--- src/rtl/label_grid_boundary_detect_unit_macros.svh ---
// Assertion macros shared by the boundary detect RTL
`ifndef LABEL_GRID_BOUNDARY_DETECT_UNIT_MACROS_SVH
`define LABEL_GRID_BOUNDARY_DETECT_UNIT_MACROS_SVH
`ifndef SYNTHESIS
// same-cycle implication, clocked on clk, off while rst_n is low
`define LGBD_ASSERT_IMP(name, ante, cons, msg) \
  name: assert property (@(posedge clk) disable iff (!rst_n) (ante) |-> (cons)) \
    else $error(msg);
// next-cycle implication, clocked on clk, off while rst_n is low
`define LGBD_ASSERT_NXT(name, ante, cons, msg) \
  name: assert property (@(posedge clk) disable iff (!rst_n) (ante) |=> (cons)) \
    else $error(msg);
`else
`define LGBD_ASSERT_IMP(name, ante, cons, msg)
`define LGBD_ASSERT_NXT(name, ante, cons, msg)
`endif
`endif

--- src/rtl/lgbd_pkg.sv ---
// Shared types and constants of the label grid boundary detect unit
package lgbd_pkg;

  // fixed field widths of the stream items
  localparam int CELL_XW     = 10;
  localparam int CELL_YW     = 10;
  localparam int LABEL_W     = 16;
  localparam int CFG_W       = 11;
  localparam int CFG_IDX_W   = 1;
  localparam int IN_TDATA_W  = 16;
  localparam int OUT_TDATA_W = 40;
  localparam int OUT_PAD_W   = OUT_TDATA_W - (CELL_XW + CELL_YW + LABEL_W + 1);

  // grid size after reset
  localparam logic [CFG_W-1:0] GRID_RESET = 11'd1024;

  // configuration register indexes
  typedef enum logic [CFG_IDX_W-1:0] {
    CFG_GRID_WIDTH  = 1'b0,
    CFG_GRID_HEIGHT = 1'b1
  } cfg_reg_t;

  // input item kinds
  typedef enum logic {
    MODE_CELL  = 1'b0,
    MODE_FLUSH = 1'b1
  } mode_t;

  // control of one item handed from the counter stage to the judge stage
  typedef struct packed {
    logic valid;     // item yields a result
    logic drain;     // result comes from a flush step
    logic edge_hit;  // cell lies on a grid edge
    logic last;      // final cell of the frame
    logic par;       // line buffer that holds the judged row
  } s0_ctl_t;

endpackage

--- src/rtl/lgbd_judge.sv ---
// Judge stage and result register of the boundary detect unit
`include "label_grid_boundary_detect_unit_macros.svh"
module lgbd_judge #(
  parameter int XW = 11,
  parameter int YW = 11,
  parameter int LW = 16
) (
  input  logic                            clk,
  input  logic                            rst_n,
  input  lgbd_pkg::s0_ctl_t               s0_ctl,
  input  logic [XW-1:0]                   s0_x,
  input  logic [YW-1:0]                   s0_y,
  input  logic [LW-1:0]                   s0_lab,
  input  logic [LW-1:0]                   s0_left,
  input  logic [LW-1:0]                   s0_center,
  input  logic [LW-1:0]                   rdata0,
  input  logic [LW-1:0]                   rdata1,
  output logic                            s1_ready,
  output logic                            out_tvalid,
  input  logic                            out_tready,
  output logic [lgbd_pkg::OUT_TDATA_W-1:0] out_tdata,
  output logic                            out_tlast
);
  import lgbd_pkg::*;

  logic          s1_valid_r;
  s0_ctl_t       s1_ctl_r;
  logic [XW-1:0] s1_x_r;
  logic [YW-1:0] s1_y_r;
  logic [LW-1:0] s1_lab_r;
  logic [LW-1:0] s1_left_r;
  logic [LW-1:0] s1_center_r;

  logic                 out_valid_r;
  logic [CELL_XW-1:0]   out_x_r;
  logic [CELL_YW-1:0]   out_y_r;
  logic [LABEL_W-1:0]   out_lab_r;
  logic                 out_bnd_r;
  logic                 out_last_r;

  logic          out_move;
  logic [LW-1:0] rd_prev;
  logic [LW-1:0] rd_above;
  logic [LW-1:0] cval;
  logic          bnd;

  // stage handshake
  assign out_move = !out_valid_r || out_tready;
  assign s1_ready = !s1_valid_r || out_move;

  // verdict: read data lines up with the item held in this stage
  assign rd_prev  = s1_ctl_r.par ? rdata1 : rdata0;
  assign rd_above = s1_ctl_r.par ? rdata0 : rdata1;
  assign cval     = s1_ctl_r.drain ? rd_prev : s1_center_r;
  always_comb begin
    if (s1_ctl_r.drain) begin
      bnd = cval != '0;
    end else begin
      bnd = (cval != '0) &&
            (s1_ctl_r.edge_hit || (rd_above != cval) || (s1_lab_r != cval) ||
             (s1_left_r != cval) || (rd_prev != cval));
    end
  end

  // judge stage register
  always_ff @(posedge clk) begin
    if (!rst_n) begin
      s1_valid_r <= 1'b0;
    end else if (s1_ready) begin
      s1_valid_r <= s0_ctl.valid;
    end
  end

  always_ff @(posedge clk) begin
    if (s1_ready && s0_ctl.valid) begin
      s1_ctl_r    <= s0_ctl;
      s1_x_r      <= s0_x;
      s1_y_r      <= s0_y;
      s1_lab_r    <= s0_lab;
      s1_left_r   <= s0_left;
      s1_center_r <= s0_center;
    end
  end

  // result register
  always_ff @(posedge clk) begin
    if (!rst_n) begin
      out_valid_r <= 1'b0;
    end else if (out_move) begin
      out_valid_r <= s1_valid_r;
    end
  end

  always_ff @(posedge clk) begin
    if (out_move && s1_valid_r) begin
      out_x_r    <= CELL_XW'(s1_x_r);
      out_y_r    <= CELL_YW'(s1_y_r);
      out_lab_r  <= LABEL_W'(cval);
      out_bnd_r  <= bnd;
      out_last_r <= s1_ctl_r.last;
    end
  end

  assign out_tvalid = out_valid_r;
  assign out_tdata  = {{OUT_PAD_W{1'b0}}, out_bnd_r, out_lab_r, out_y_r, out_x_r};
  assign out_tlast  = out_last_r;

  `LGBD_ASSERT_NXT(a_s1_load, s1_ready && s0_ctl.valid, s1_valid_r,
                   "judged item not captured")
  `LGBD_ASSERT_NXT(a_s1_hold, s1_valid_r && !out_move, s1_valid_r && $stable(s1_x_r),
                   "held item lost while result register full")
  `LGBD_ASSERT_NXT(a_out_hold, out_tvalid && !out_tready, out_tvalid && $stable(out_tdata),
                   "waiting result changed before it was taken")

endmodule

--- config.mk ---
export PLATFORM = sky130hd
export DESIGN_NAME = lgbd_judge
export DESIGN_NICKNAME = d
export VERILOG_FILES = /design/src/rtl/lgbd_pkg.sv /design/src/rtl/lgbd_judge.sv
export VERILOG_INCLUDE_DIRS = /design/src /design/src/rtl
export SDC_FILE = /design/constraint.sdc
export NUM_CORES = 1
export LEC_CHECK = 0
export ABC_AREA = 1
export BUFFER_PORTS_ARGS = -buffer_cell sky130_fd_sc_hd__buf_4
export CAP_MARGIN = 25
export CORE_MARGIN = 5
export CORE_UTILIZATION = 53
export CTS_CLUSTER_SIZE = 16
export DETAILED_ROUTE_END_ITERATION = 8
export GPL_ROUTABILITY_DRIVEN = 0
export PLACE_DENSITY = 0.91
export SLEW_MARGIN = 20
export SYNTH_ARGS = -nofsm -noshare
export SYNTH_HDL_FRONTEND = slang
export SYNTH_SLANG_ARGS = --single-unit
--- constraint.sdc ---
create_clock -name clk -period 4 [get_ports clk]
set_clock_uncertainty 0.1 [all_clocks]
set_input_delay 0.2 -clock clk [delete_from_list [all_inputs] [get_ports clk]]
set_output_delay 0.2 -clock clk [all_outputs]
set_load 0.03 [all_outputs]
==> summary.md <==
| Metric | Value |
|---|---|
| Status | `complete, no violations` |
| Layout fillers | `654` |
| Post-synth EDFFs | `110` |
| Final WS setup | `1.422 ns` |
| Max Fanout on Critical Path | `29` |
| Internal power | `1.834 mW` |
| # port buffers | `147` |
| Hold depth | `3` |
| Clock slew at reported path FFs | `0.11 ns` |
| Crit Path Category | `flop to flop` |
| Worst Tran Pin Value | `0.8246 ns` |
| Storage cell area | `3343 µm²` |
| CTS buffer count | `9` |
| Crit-path max cell delay | `0.53 ns` |
| Sequential fraction of the synthesis area | `59.35%` |
| Detailed Route WL | `17.31 mm` |
| Post-DP HPWL | `11.22 mm` |
| CP bufs+invs | `2` |
| Multi-input logic area | `1858 µm²` |
| Crit path arrival time | `2.63 ns` |
| Global-route wire length before repair | `26.81 mm` |
| Hold Crit Class | `primary input to flop` |
| Die Area | `12790 µm²` |
| CTS sink cnt | `112` |
| Combinational share of power | `20.6%` |
| Share of layout cells above drive strength 1 | `24.88%` |
| Bufs on Longest Clock Path | `2` |
| Peak Freq | `387.9 MHz` |
| Cell Rows | `37` |
| Vias/cell | `5.498` |
| Switching pwr | `780.3 µW` |
| Ant diodes | `0` |
| Switching part of the total power | `29.85%` |
| CP Launch Type | `flop` |
| Top cells by count, synth | `nand2_1, edfxtp_1, inv_1, nor2_1, nand3_1` |
| Leakage | `3.625 nW` |
| RSZ-0062 raised after global routing | `no` |
| Final min period | `2.578 ns` |
| Worst r2r path cells | `9` |
| Ys flop type | `edfxtp_1` |
| WP depth | `9` |
| Share of the synthesized area in the top cell type | `58.64%` |
| Vias | `5410` |
| Clock share of power | `25.9%` |
| Drt wl/cell | `17.59 µm` |
| # DRC | `0` |
| Die H | `113.1 µm` |
| Cell with the most instances after synthesis | `nand2_1` |
| Sequential power share | `53.5%` |
| Placement Setup Slack | `1.579 ns` |
| Starting Density | `54.56%` |
| Final net count | `953` |
| TritonRoute pass-1 iters | `8` |
| CTS-repair resized insts | `0` |
| Leading area contributor after synthesis | `edfxtp_1` |
| R2R Path Start | `s1_ctl_r[0]$_DFFE_PP_` |
| Largest net degree at the start of global routing | `51` |
| Setup TNS | `0 ns` |
| Cell Pwr Density | `337.2 nW/µm²` |
| # hold bufs at CTS | `73` |
| Critical path's slowest cell | `nor4_1` |
| Core area | `10320 µm²` |
| Yosys reg bits | `112` |
| Leading cell types by total area after synthesis | `edfxtp_1, nand2_1, inv_1` |
| CP Data Required Time | `4.05 ns` |
| H-tree depth | `3` |
| Die Span X | `113.1 µm` |
| RR Endpoint | `out_bnd_r$_DFFE_PP_` |
| Initial antenna violation count | `0` |
| Final Max Slew Viols | `0` |
| Io pins | `153` |
| Post-CTS Setup Bufs | `0` |
| Synth Cell Area | `5633 µm²` |
| CTS root buf | `clkbuf_8` |
| Final Cycle Share | `64.45%` |
| Peak supply drop | `257.3 µV` |
| Relative slew margins | `44.97%` |
| Critical path, cell by cell | `buf_4 -> inv_6 -> nand2_1 -> nand3_2 -> nand2_1 -> nor4_1 -> nand2_1 -> nor2_1 -> a21oi_1` |
| Most used cell, CP | `nand2_1` |
| Cell variety after synth | `28` |
| CP delay by family, top | `simple AND/OR/NAND/NOR gates` |
| Hold EP | `s1_valid_r$_SDFFE_PN0N_` |
| Final-report hold violation count | `0` |
| CTS tree | `done` |
| Area grow syn2layout | `37.63%` |
| Worst-Skew Late Latency | `0.39 ns` |
| Total gr overflow | `0` |
| Critical path startpoint | `s1_ctl_r[0]$_DFFE_PP_` |
| Routed Antenna Nets | `0` |
| Yosys warns | `0` |
| Max cap viols | `0` |
| Tot GR Track Use | `27.34%` |
| Cells after synthesis | `621` |
| Crit end category | `flop` |
| Drt initial violations | `743` |
| Hold Startpoint | `s0_ctl[4]` |
| Ys async rst share | `0%` |
| Avg Inst Size Synth | `9.071 µm²` |
| FF-to-FF setup slack | `1.42 ns` |
| Final Setup Violations | `0` |
| Vias in the first global route | `5377` |
sequential cells by signal, summed over array words and instances (netlist names), 4 cells and up:
register,cells
out_lab_r,16
s1_center_r,16
s1_lab_r,16
s1_left_r,16
out_x_r,10
out_y_r,10
s1_x_r,10
s1_y_r,10
s1_ctl_r,4
stage by stage:
| step | utilization, % | hold slack, ns | power, mW | cells | area, µm² |
|---|---|---|---|---|---|
| floorplan | - | 0.1989 | 1.695 | 623 | 5640 |
| global placement | 66.00 | 0.2786 | 1.852 | 894 | 6814 |
| detailed placement | 66.00 | 0.2793 | 1.875 | 894 | 6814 |
| CTS | 74.90 | 0.01082 | 2.564 | 983 | 7732 |
| global route | 75.09 | 0.003560 | 2.707 | 984 | 7752 |
| finish | 75.09 | 0.0005682 | 2.614 | 984 | 7752 |
layout make-up:
cell class	count	share of cell area (%)
timing repair buffer	227	24.50
multi-input combinational	416	23.97
sequential	112	43.12
clock buffer	10	1.646
tap	136	2.195
inverter	77	3.793
clock inverter	6	0.7747
power by group through the flow:
stage                     sequential (mW)  combinational, mW  clock [mW]
after global placement               1.42              0.435           0
after global routing                 1.40              0.581       0.722
after detailed placement             1.42              0.454           0
after CTS                            1.39              0.514       0.655
final                                1.40              0.539       0.676
after floorplan                      1.45              0.242           0
worst max-delay path by stage:
stage	endpoint	slack [ns]
finish	out_bnd_r$_DFFE_PP_	1.42
global route	out_bnd_r$_DFFE_PP_	1.28
global placement	out_bnd_r$_DFFE_PP_	1.64
detailed placement	out_bnd_r$_DFFE_PP_	1.58
floorplan	out_bnd_r$_DFFE_PP_	1.10
CTS	out_bnd_r$_DFFE_PP_	1.57
worst reg2reg max path: cells and delay by family, from the launching register on:
kind	cells	cell delay, ns
simple gates	6	1.25
buf+inv	2	0.53
flops	1	0.43
compound gates	1	0.06
cells by family after synthesis:
family / share of synthesized area [%]
compound gates: 2.665
xor+xnor: 0.1555
buf+inv: 7.996
flops: 59.35
other cells: 0.06657
simple gates: 29.76
per-layer routing:
metal	GRT usage [%]	part of all wire (%)
met1	31.89	34
met5	0	0
met2	45.54	48
met3	6.898	11
met4	16.35	7.2
cell usage in the layout, fill, tap and decap left out, types with 2 or more instances in the layout:
cell / instances
inv_1: 74
inv_2: 2
nand2_4: 3
nand2_1: 227
buf_4: 153
a21oi_1: 4
clkinv_4: 2
o21ai_2: 2
nor2_1: 55
nor4_1: 4
clkbuf_8: 9
nand4_1: 6
nand3b_1: 9
edfxtp_1: 110
conb_1: 3
nand3_2: 3
o21ai_0: 11
or2_2: 2
nand3_1: 46
dfxtp_1: 2
o21ai_1: 9
inv_6: 4
nand2_2: 28
dlygate4sd3_1: 73
(Power assumes the default switching activity.)
