`config.mk`:
```
export PLATFORM = sky130hd
export DESIGN_NAME = lgbd_ctrl
export DESIGN_NICKNAME = d
export VERILOG_FILES = /design/src/rtl/lgbd_pkg.sv /design/src/rtl/lgbd_ctrl.sv
export VERILOG_INCLUDE_DIRS = /design/src /design/src/rtl
export SDC_FILE = /design/constraint.sdc
export NUM_CORES = 1
export LEC_CHECK = 0
export BUFFER_PORTS_ARGS = -buffer_cell sky130_fd_sc_hd__buf_2
export CORE_UTILIZATION = 50
export CTS_BUF_LIST = sky130_fd_sc_hd__clkbuf_8
export DETAILED_ROUTE_END_ITERATION = 16
export GPL_TIMING_DRIVEN = 0
export PLACE_DENSITY = 0.85
export SLEW_MARGIN = 40
export SYNTH_ARGS = -nofsm -noshare
export SYNTH_HDL_FRONTEND = slang
export SYNTH_SLANG_ARGS = --single-unit
```
`constraint.sdc`:
```
create_clock -name clk -period 7 [get_ports clk]
set_input_delay 1.05 -clock clk [delete_from_list [all_inputs] [get_ports clk]]
set_output_delay 1.05 -clock clk [all_outputs]
set_load 0.02 [all_outputs]
```
`src/rtl/label_grid_boundary_detect_unit_macros.svh`:
```
// Assertion macros shared by the boundary detect RTL
`ifndef LABEL_GRID_BOUNDARY_DETECT_UNIT_MACROS_SVH
`define LABEL_GRID_BOUNDARY_DETECT_UNIT_MACROS_SVH
`ifndef SYNTHESIS
// same-cycle implication, clocked on clk, off while rst_n is low
`define LGBD_ASSERT_IMP(name, ante, cons, msg) \
  name: assert property (@(posedge clk) disable iff (!rst_n) (ante) |-> (cons)) \
    else $error(msg);
// next-cycle implication, clocked on clk, off while rst_n is low
`define LGBD_ASSERT_NXT(name, ante, cons, msg) \
  name: assert property (@(posedge clk) disable iff (!rst_n) (ante) |=> (cons)) \
    else $error(msg);
`else
`define LGBD_ASSERT_IMP(name, ante, cons, msg)
`define LGBD_ASSERT_NXT(name, ante, cons, msg)
`endif
`endif

```
`src/rtl/lgbd_pkg.sv`:
```
// Shared types and constants of the label grid boundary detect unit
package lgbd_pkg;

  // fixed field widths of the stream items
  localparam int CELL_XW     = 10;
  localparam int CELL_YW     = 10;
  localparam int LABEL_W     = 16;
  localparam int CFG_W       = 11;
  localparam int CFG_IDX_W   = 1;
  localparam int IN_TDATA_W  = 16;
  localparam int OUT_TDATA_W = 40;
  localparam int OUT_PAD_W   = OUT_TDATA_W - (CELL_XW + CELL_YW + LABEL_W + 1);

  // grid size after reset
  localparam logic [CFG_W-1:0] GRID_RESET = 11'd1024;

  // configuration register indexes
  typedef enum logic [CFG_IDX_W-1:0] {
    CFG_GRID_WIDTH  = 1'b0,
    CFG_GRID_HEIGHT = 1'b1
  } cfg_reg_t;

  // input item kinds
  typedef enum logic {
    MODE_CELL  = 1'b0,
    MODE_FLUSH = 1'b1
  } mode_t;

  // control of one item handed from the counter stage to the judge stage
  typedef struct packed {
    logic valid;     // item yields a result
    logic drain;     // result comes from a flush step
    logic edge_hit;  // cell lies on a grid edge
    logic last;      // final cell of the frame
    logic par;       // line buffer that holds the judged row
  } s0_ctl_t;

endpackage

```
`src/rtl/lgbd_ctrl.sv`:
```
// Raster counters, configuration, line buffer addressing and row window
`include "label_grid_boundary_detect_unit_macros.svh"
module lgbd_ctrl #(
  parameter int MAX_WIDTH  = 1024,
  parameter int MAX_HEIGHT = 1024,
  parameter int XW         = 11,
  parameter int YW         = 11,
  parameter int AW         = 10,
  parameter int LW         = 16
) (
  input  logic                          clk,
  input  logic                          rst_n,
  // configuration writes
  input  logic                          cfg_valid,
  input  logic [lgbd_pkg::CFG_IDX_W-1:0] cfg_index,
  input  logic [lgbd_pkg::CFG_W-1:0]    cfg_data,
  // input item
  input  logic                          in_valid,
  input  logic                          in_ready,
  input  logic                          in_mode,
  input  logic [LW-1:0]                 in_label,
  // line buffers
  input  logic [LW-1:0]                 rdata0,
  input  logic [LW-1:0]                 rdata1,
  output logic                          we0,
  output logic                          we1,
  output logic [AW-1:0]                 waddr,
  output logic [LW-1:0]                 wdata,
  output logic                          re,
  output logic [AW-1:0]                 raddr0,
  output logic [AW-1:0]                 raddr1,
  // item toward the judge stage
  output lgbd_pkg::s0_ctl_t             s0_ctl,
  output logic [XW-1:0]                 s0_x,
  output logic [YW-1:0]                 s0_y,
  output logic [LW-1:0]                 s0_lab,
  output logic [LW-1:0]                 s0_left,
  output logic [LW-1:0]                 s0_center
);
  import lgbd_pkg::*;

  function automatic logic [XW-1:0] clamp_w(logic [CFG_W-1:0] v);
    logic [XW-1:0] res;
    if (v == '0) begin
      res = XW'(1);
    end else if (32'(v) > MAX_WIDTH) begin
      res = XW'(MAX_WIDTH);
    end else begin
      res = XW'(v);
    end
    return res;
  endfunction

  function automatic logic [YW-1:0] clamp_h(logic [CFG_W-1:0] v);
    logic [YW-1:0] res;
    if (v == '0) begin
      res = YW'(1);
    end else if (32'(v) > MAX_HEIGHT) begin
      res = YW'(MAX_HEIGHT);
    end else begin
      res = YW'(v);
    end
    return res;
  endfunction

  logic [XW-1:0] width_r;
  logic [YW-1:0] height_r;
  logic [XW-1:0] col_r, col_nxt;
  logic [YW-1:0] row_r, row_nxt;
  logic [XW-1:0] drain_r, drain_nxt;
  logic          full_r, full_nxt;
  logic [LW-1:0] first_r;
  logic [LW-1:0] win_c_r;

  logic          accept;
  logic          do_judge;
  logic          do_drain;
  logic [XW-1:0] x_inc;
  logic [XW-1:0] d_inc;
  logic [YW-1:0] row_inc;
  logic          row_end;
  logic          drain_last;
  logic          cur;
  logic [LW-1:0] rd_prev;
  logic [LW-1:0] center_new;

  // item decode
  assign accept     = in_valid && in_ready;
  assign do_judge   = accept && (in_mode == MODE_CELL) && !full_r;
  assign do_drain   = accept && (in_mode == MODE_FLUSH) && full_r;
  assign x_inc      = col_r + 1'b1;
  assign d_inc      = drain_r + 1'b1;
  assign row_inc    = row_r + 1'b1;
  assign row_end    = x_inc >= width_r;
  assign drain_last = d_inc >= width_r;
  assign cur        = row_r[0];

  // line buffer ports: the row being received is written at its column and
  // read there first (row above the judged cell); the judged row is read one
  // column ahead, or at the drain column during flush
  assign we0    = do_judge && !cur;
  assign we1    = do_judge && cur;
  assign waddr  = col_r[AW-1:0];
  assign wdata  = in_label;
  assign re     = do_judge || do_drain;
  assign raddr0 = do_drain ? drain_r[AW-1:0] : (cur ? x_inc[AW-1:0] : col_r[AW-1:0]);
  assign raddr1 = do_drain ? drain_r[AW-1:0] : (cur ? col_r[AW-1:0] : x_inc[AW-1:0]);

  // center of the window: first cell of the row comes from its own register,
  // later cells from the read issued one item earlier
  assign rd_prev    = cur ? rdata0 : rdata1;
  assign center_new = (col_r == '0) ? first_r : rd_prev;

  // item toward the judge stage
  assign s0_ctl.valid    = do_drain || (do_judge && (row_r != '0));
  assign s0_ctl.drain    = do_drain;
  assign s0_ctl.edge_hit = (row_r == YW'(1)) || (row_r >= height_r) ||
                           (col_r == '0) || row_end;
  assign s0_ctl.last     = do_drain && drain_last;
  assign s0_ctl.par      = !cur;
  assign s0_x            = do_drain ? drain_r : col_r;
  assign s0_y            = row_r - 1'b1;
  assign s0_lab          = in_label;
  assign s0_left         = win_c_r;
  assign s0_center       = center_new;

  // next raster position
  always_comb begin
    col_nxt   = col_r;
    row_nxt   = row_r;
    drain_nxt = drain_r;
    full_nxt  = full_r;
    if (do_judge) begin
      if (row_end) begin
        col_nxt = '0;
        row_nxt = row_inc;
        if (row_inc >= height_r) begin
          full_nxt  = 1'b1;
          drain_nxt = '0;
        end
      end else begin
        col_nxt = x_inc;
      end
    end else if (do_drain) begin
      if (drain_last) begin
        col_nxt   = '0;
        row_nxt   = '0;
        drain_nxt = '0;
        full_nxt  = 1'b0;
      end else begin
        drain_nxt = d_inc;
      end
    end
  end

  // control registers and configuration
  always_ff @(posedge clk) begin
    if (!rst_n) begin
      width_r  <= clamp_w(GRID_RESET);
      height_r <= clamp_h(GRID_RESET);
      col_r    <= '0;
      row_r    <= '0;
      drain_r  <= '0;
      full_r   <= 1'b0;
    end else begin
      col_r   <= col_nxt;
      row_r   <= row_nxt;
      drain_r <= drain_nxt;
      full_r  <= full_nxt;
      if (cfg_valid) begin
        unique case (cfg_reg_t'(cfg_index))
          CFG_GRID_WIDTH:  width_r  <= clamp_w(cfg_data);
          CFG_GRID_HEIGHT: height_r <= clamp_h(cfg_data);
          default: ;
        endcase
      end
    end
  end

  // row window: previous center and first label of the row
  always_ff @(posedge clk) begin
    if (do_judge) begin
      win_c_r <= center_new;
      if (col_r == '0) begin
        first_r <= in_label;
      end
    end
  end

  `LGBD_ASSERT_IMP(a_full_col_zero, full_r, col_r == '0, "column moved while frame full")
  `LGBD_ASSERT_IMP(a_drain_idle, !full_r, drain_r == '0, "drain count set outside drain")
  `LGBD_ASSERT_NXT(a_frame_restart, do_drain && drain_last, !full_r && (row_r == '0),
                   "frame did not restart after last drained cell")

endmodule

```
==> impl_metrics.py <==
metrics = {
    "clocking": {
        "holdBufCountCts": 0,
        "insertion_delay_ps": 390,
        "cts.path.max_buffers": 2,
        "clk_pin_slew_ps": 100,
        "htreeDepth": 3,
        "clock_tree.root_cell": "clkbuf_8",
        "cts_resized": 0,
        "cts.sinks": 88,
        "post_cts_buffers": 0,
        "numCtsBuffers": 9,
        "cts_tree": "yes",
    },
    "detailed_routing": {
        "ant_nets": 0,
        "drt-initial-drc-count": 476,
        "totalWireLength_um": 19100,
        "dr.pass1.iters": 5,
        "avgRoutedWirePerCell_um": 16.5,
        "viasPerCell": 5.49,
        "vias": 6387,
        "drc_errors": 0,
    },
    "grt": {
        "grt-ovfl-total": 0,
        "antenna_found_initial": 0,
        "grt_pass1_vias": 5722,
        "grt_pass1_wl_um": 29400,
        "grt_max_degree": 21,
        "grt.total_usage_pct": 29.1,
    },
    "sta": {
        "finalSetupViolCount": 0,
        "post-route-period-util_pct": 71.0,
        "finalMaxSlewViolations": 0,
        "clock_skew_ps": 11.8,
        "clock.fmax_mhz": 201,
        "worstMarginPinSlew_ps": 840,
        "slew_headroom_pct": 43.8,
        "fin_setup_tns_ps": 0,
        "fin_crit_ps": 4970,
        "hold_viol_final": 0,
        "holdWs_ps": 462,
        "rsz0062_at_grt": "false",
    },
    "finish": {
        "fillers": 1089,
        "nNetsFinal": 1107,
        "regArea_sq_um": 2080,
        "antennaDiodeCount": 0,
        "fin_cells": 1163,
        "area_growth_pct": 20.8,
        "multiInputGateArea_sq_um": 3640,
        "drive_gt1_share_pct": 28.6,
    },
    "yosys": {
        "yosysWarnings": 0,
        "synth.distinct_cells": 60,
        "synth_edf_count": 32,
        "synthFlopType": "dfxtp_1",
        "ys_seq_elements": 88,
        "synth_cells": 790,
        "syn_area_per_cell_sq_um": 8.10,
        "yosysSeqAreaShare_pct": 32.5,
        "syn_area_sq_um": 6400,
        "syn_nets": 907,
        "ys_async_sr_fraction_pct": 0,
    },
    "hold_path": {
        "hold_class": "reg -> reg",
        "holdPathStages": 2,
        "min-delay-start": "width_r[8]$_SDFFE_PN0P_",
        "min_to": "width_r[8]$_SDFFE_PN0P_",
    },
    "setup_path": {
        "worstPathMaxFanout": 10,
        "crit_required_ps": 5950,
        "crit_slowest_cell": "dfxtp_1",
        "r2r_cells": 14,
        "r2r-end": "drain_r[2]$_SDFFE_PN0P_",
        "r2r_slack_ps": 3040,
        "path_class": "reg -> out",
        "cp_slowest_stage_delay_ps": 590,
        "crit_path_cell_trace": "ha_1 > and3_1 > and3_1 > nand3_2 > or3_1 > nand2_1 > ha_1 > and3_1 > nand3_1 > o211ai_1 > buf_2 > a211oi_1 > o21ai_1 > buf_2",
        "crit_path_frequent_cell": "and3_1",
        "critical_path.endpoint_type": "primary output",
        "cp-start-kind": "flop",
        "arrival_ps": 3920,
        "r2r_start": "row_r[0]$_SDFFE_PN0P_",
    },
    "status": {
        "run_status": "finished clean",
    },
    "floorplanning": {
        "die_w_um": 115,
        "dieArea_sq_um": 13300,
        "rows": 40,
        "fp.dieH_um": 115,
        "core_area_sq_um": 12300,
        "io_pins": 190,
        "initial_core_util_pct": 52.2,
    },
    "power_and_ir_drop": {
        "p_total_mw": 1.06,
        "p_leak_nw": 3.53,
        "ir_worst_vdd_uv": 141,
        "powerDensity_nw_per_um2": 137,
    },
    "place": {
        "detailed_place_hpwl_um": 14900,
        "placed_cells": 1147,
        "gp_congestion": 0.985,
        "port_buffers": 189,
    },
    "job": {
        "maxCapViolCount": 0,
    },
}
flip-flops by register name, summed over array words and instances (netlist names):
register and flops:
drain_r 11, col_r 11, row_r 11, height_r 11, first_r 16, width_r 11, s0_left 16, full_r 1
kinds of logic (layout without fill, tap and decap cells):
| group | Yosys count | after routing | synth area share, % |
|---|---|---|---|
| muxes | 18 | 18 | 2.82 |
| AOI/OAI and AO/OA | 171 | 171 | 16.0 |
| xor gates and xnor gates | 33 | 33 | 4.52 |
| buffers and inverters | 128 | 333 | 10.7 |
| and+or+nand+nor | 301 | 301 | 23.5 |
| DFF | 88 | 88 | 32.5 |
| adders and majority gates | 51 | 51 | 9.97 |
critical path, delay by kind of cell (launching register included):
family,cells,cell delay (ps)
AND/OR/NAND/NOR,7,1430
adder cells (fa/ha/maj),2,590
flip-flops,1,590
AO/OA/AOI/OAI,3,520
buffers and inverters,2,410
power breakdown:
group | switching (mW) | leakage [nW] | internal, mW
Sequential | 0.00561 | 0.746 | 0.541
Clock | 0.198 | 0.0851 | 0.129
Combinational | 0.116 | 2.70 | 0.0691
Total | 0.320 | 3.53 | 0.740
worst max path at each step:
stage                                     start         to  slack [ps]
after floorplan           col_r[0]$_SDFFE_PN0P_  s0_ctl[2]        3150
after CTS                 col_r[0]$_SDFFE_PN0P_  s0_ctl[2]        2090
final                     col_r[0]$_SDFFE_PN0P_  s0_ctl[2]        2030
after detailed placement  col_r[0]$_SDFFE_PN0P_  s0_ctl[2]        2540
after global placement    col_r[0]$_SDFFE_PN0P_  s0_ctl[2]        2590
after global routing      col_r[0]$_SDFFE_PN0P_  s0_ctl[2]        1850
routing by layer:
metal  global-route usage, %  wire length (um)  share of wire [%]  vias to the layer above
met5                       0                 0                  0                        -
met4                    12.4               539                2.8                        0
met3                    5.85              1350                7.1                       48
met2                    47.6              9270                 48                      278
met1                    37.4              7980                 42                     2958
li1                        -                 -                  -                     3103
cell usage in the layout (no fill, tap or decap), types with 3 or more instances in the layout:
| cell | n |
|---|---|
| nor3_1 | 7 |
| clkbuf_1 | 32 |
| xnor2_1 | 21 |
| clkbuf_8 | 9 |
| or2_2 | 12 |
| a211o_1 | 3 |
| nand2_1 | 97 |
| buf_2 | 197 |
| o21a_1 | 4 |
| a21o_1 | 12 |
| nand3b_1 | 9 |
| a21oi_1 | 86 |
| a31oi_1 | 3 |
| nand2b_1 | 8 |
| nand4_1 | 11 |
| or3_1 | 3 |
| nor2_1 | 70 |
| mux2i_1 | 18 |
| nor4_1 | 5 |
| nor3b_1 | 9 |
| xor2_1 | 12 |
| dfxtp_1 | 56 |
| buf_1 | 6 |
| nor2b_1 | 12 |
| and3_1 | 9 |
| inv_1 | 32 |
| and2_1 | 7 |
| buf_6 | 3 |
| nand3_1 | 27 |
| buf_4 | 46 |
| edfxtp_1 | 32 |
| o211ai_1 | 14 |
| o21ai_0 | 20 |
| a32o_1 | 3 |
| ha_1 | 51 |
| o21ai_1 | 12 |
final cells by class:
| cell class | instances | area share (%) |
|---|---|---|
| clock buffers | 9 | 1.60 |
| repair buffers | 189 | 12.2 |
| flip-flops and latches | 88 | 26.9 |
| multi-input cells | 574 | 47.1 |
| plain buffers | 95 | 7.27 |
| inverters | 33 | 1.60 |
| clock inverters | 7 | 0.599 |
| well taps | 168 | 2.72 |
stage by stage:
stage          instance area [sq um]  setup WS (ps)  util [%]
5_1_grt                         7730           1850      63.1
3_3_place_gp                    7550           2590      61.6
6_report                        7730           2030      63.1
3_5_place_dp                    7560           2540      61.6
4_1_cts                         7730           2090      63.0
2_1_floorplan                   6400           3150         -
synth_stat cells, types with 14 or more instances:
cell      instances  area share (%)
a21oi_1          86             6.7
buf_4            46             5.4
clkbuf_1         32             1.9
dfxtp_1          56              18
edfxtp_1         32              15
ha_1             51              10
inv_1            32             1.9
mux2i_1          18             2.8
nand2_1          97             5.7
nand3_1          27             2.1
nor2_1           71             4.2
o211ai_1         14             1.6
o21ai_0          20             1.6
xnor2_1          21             2.9
Power figures use the tool's default switching activity.
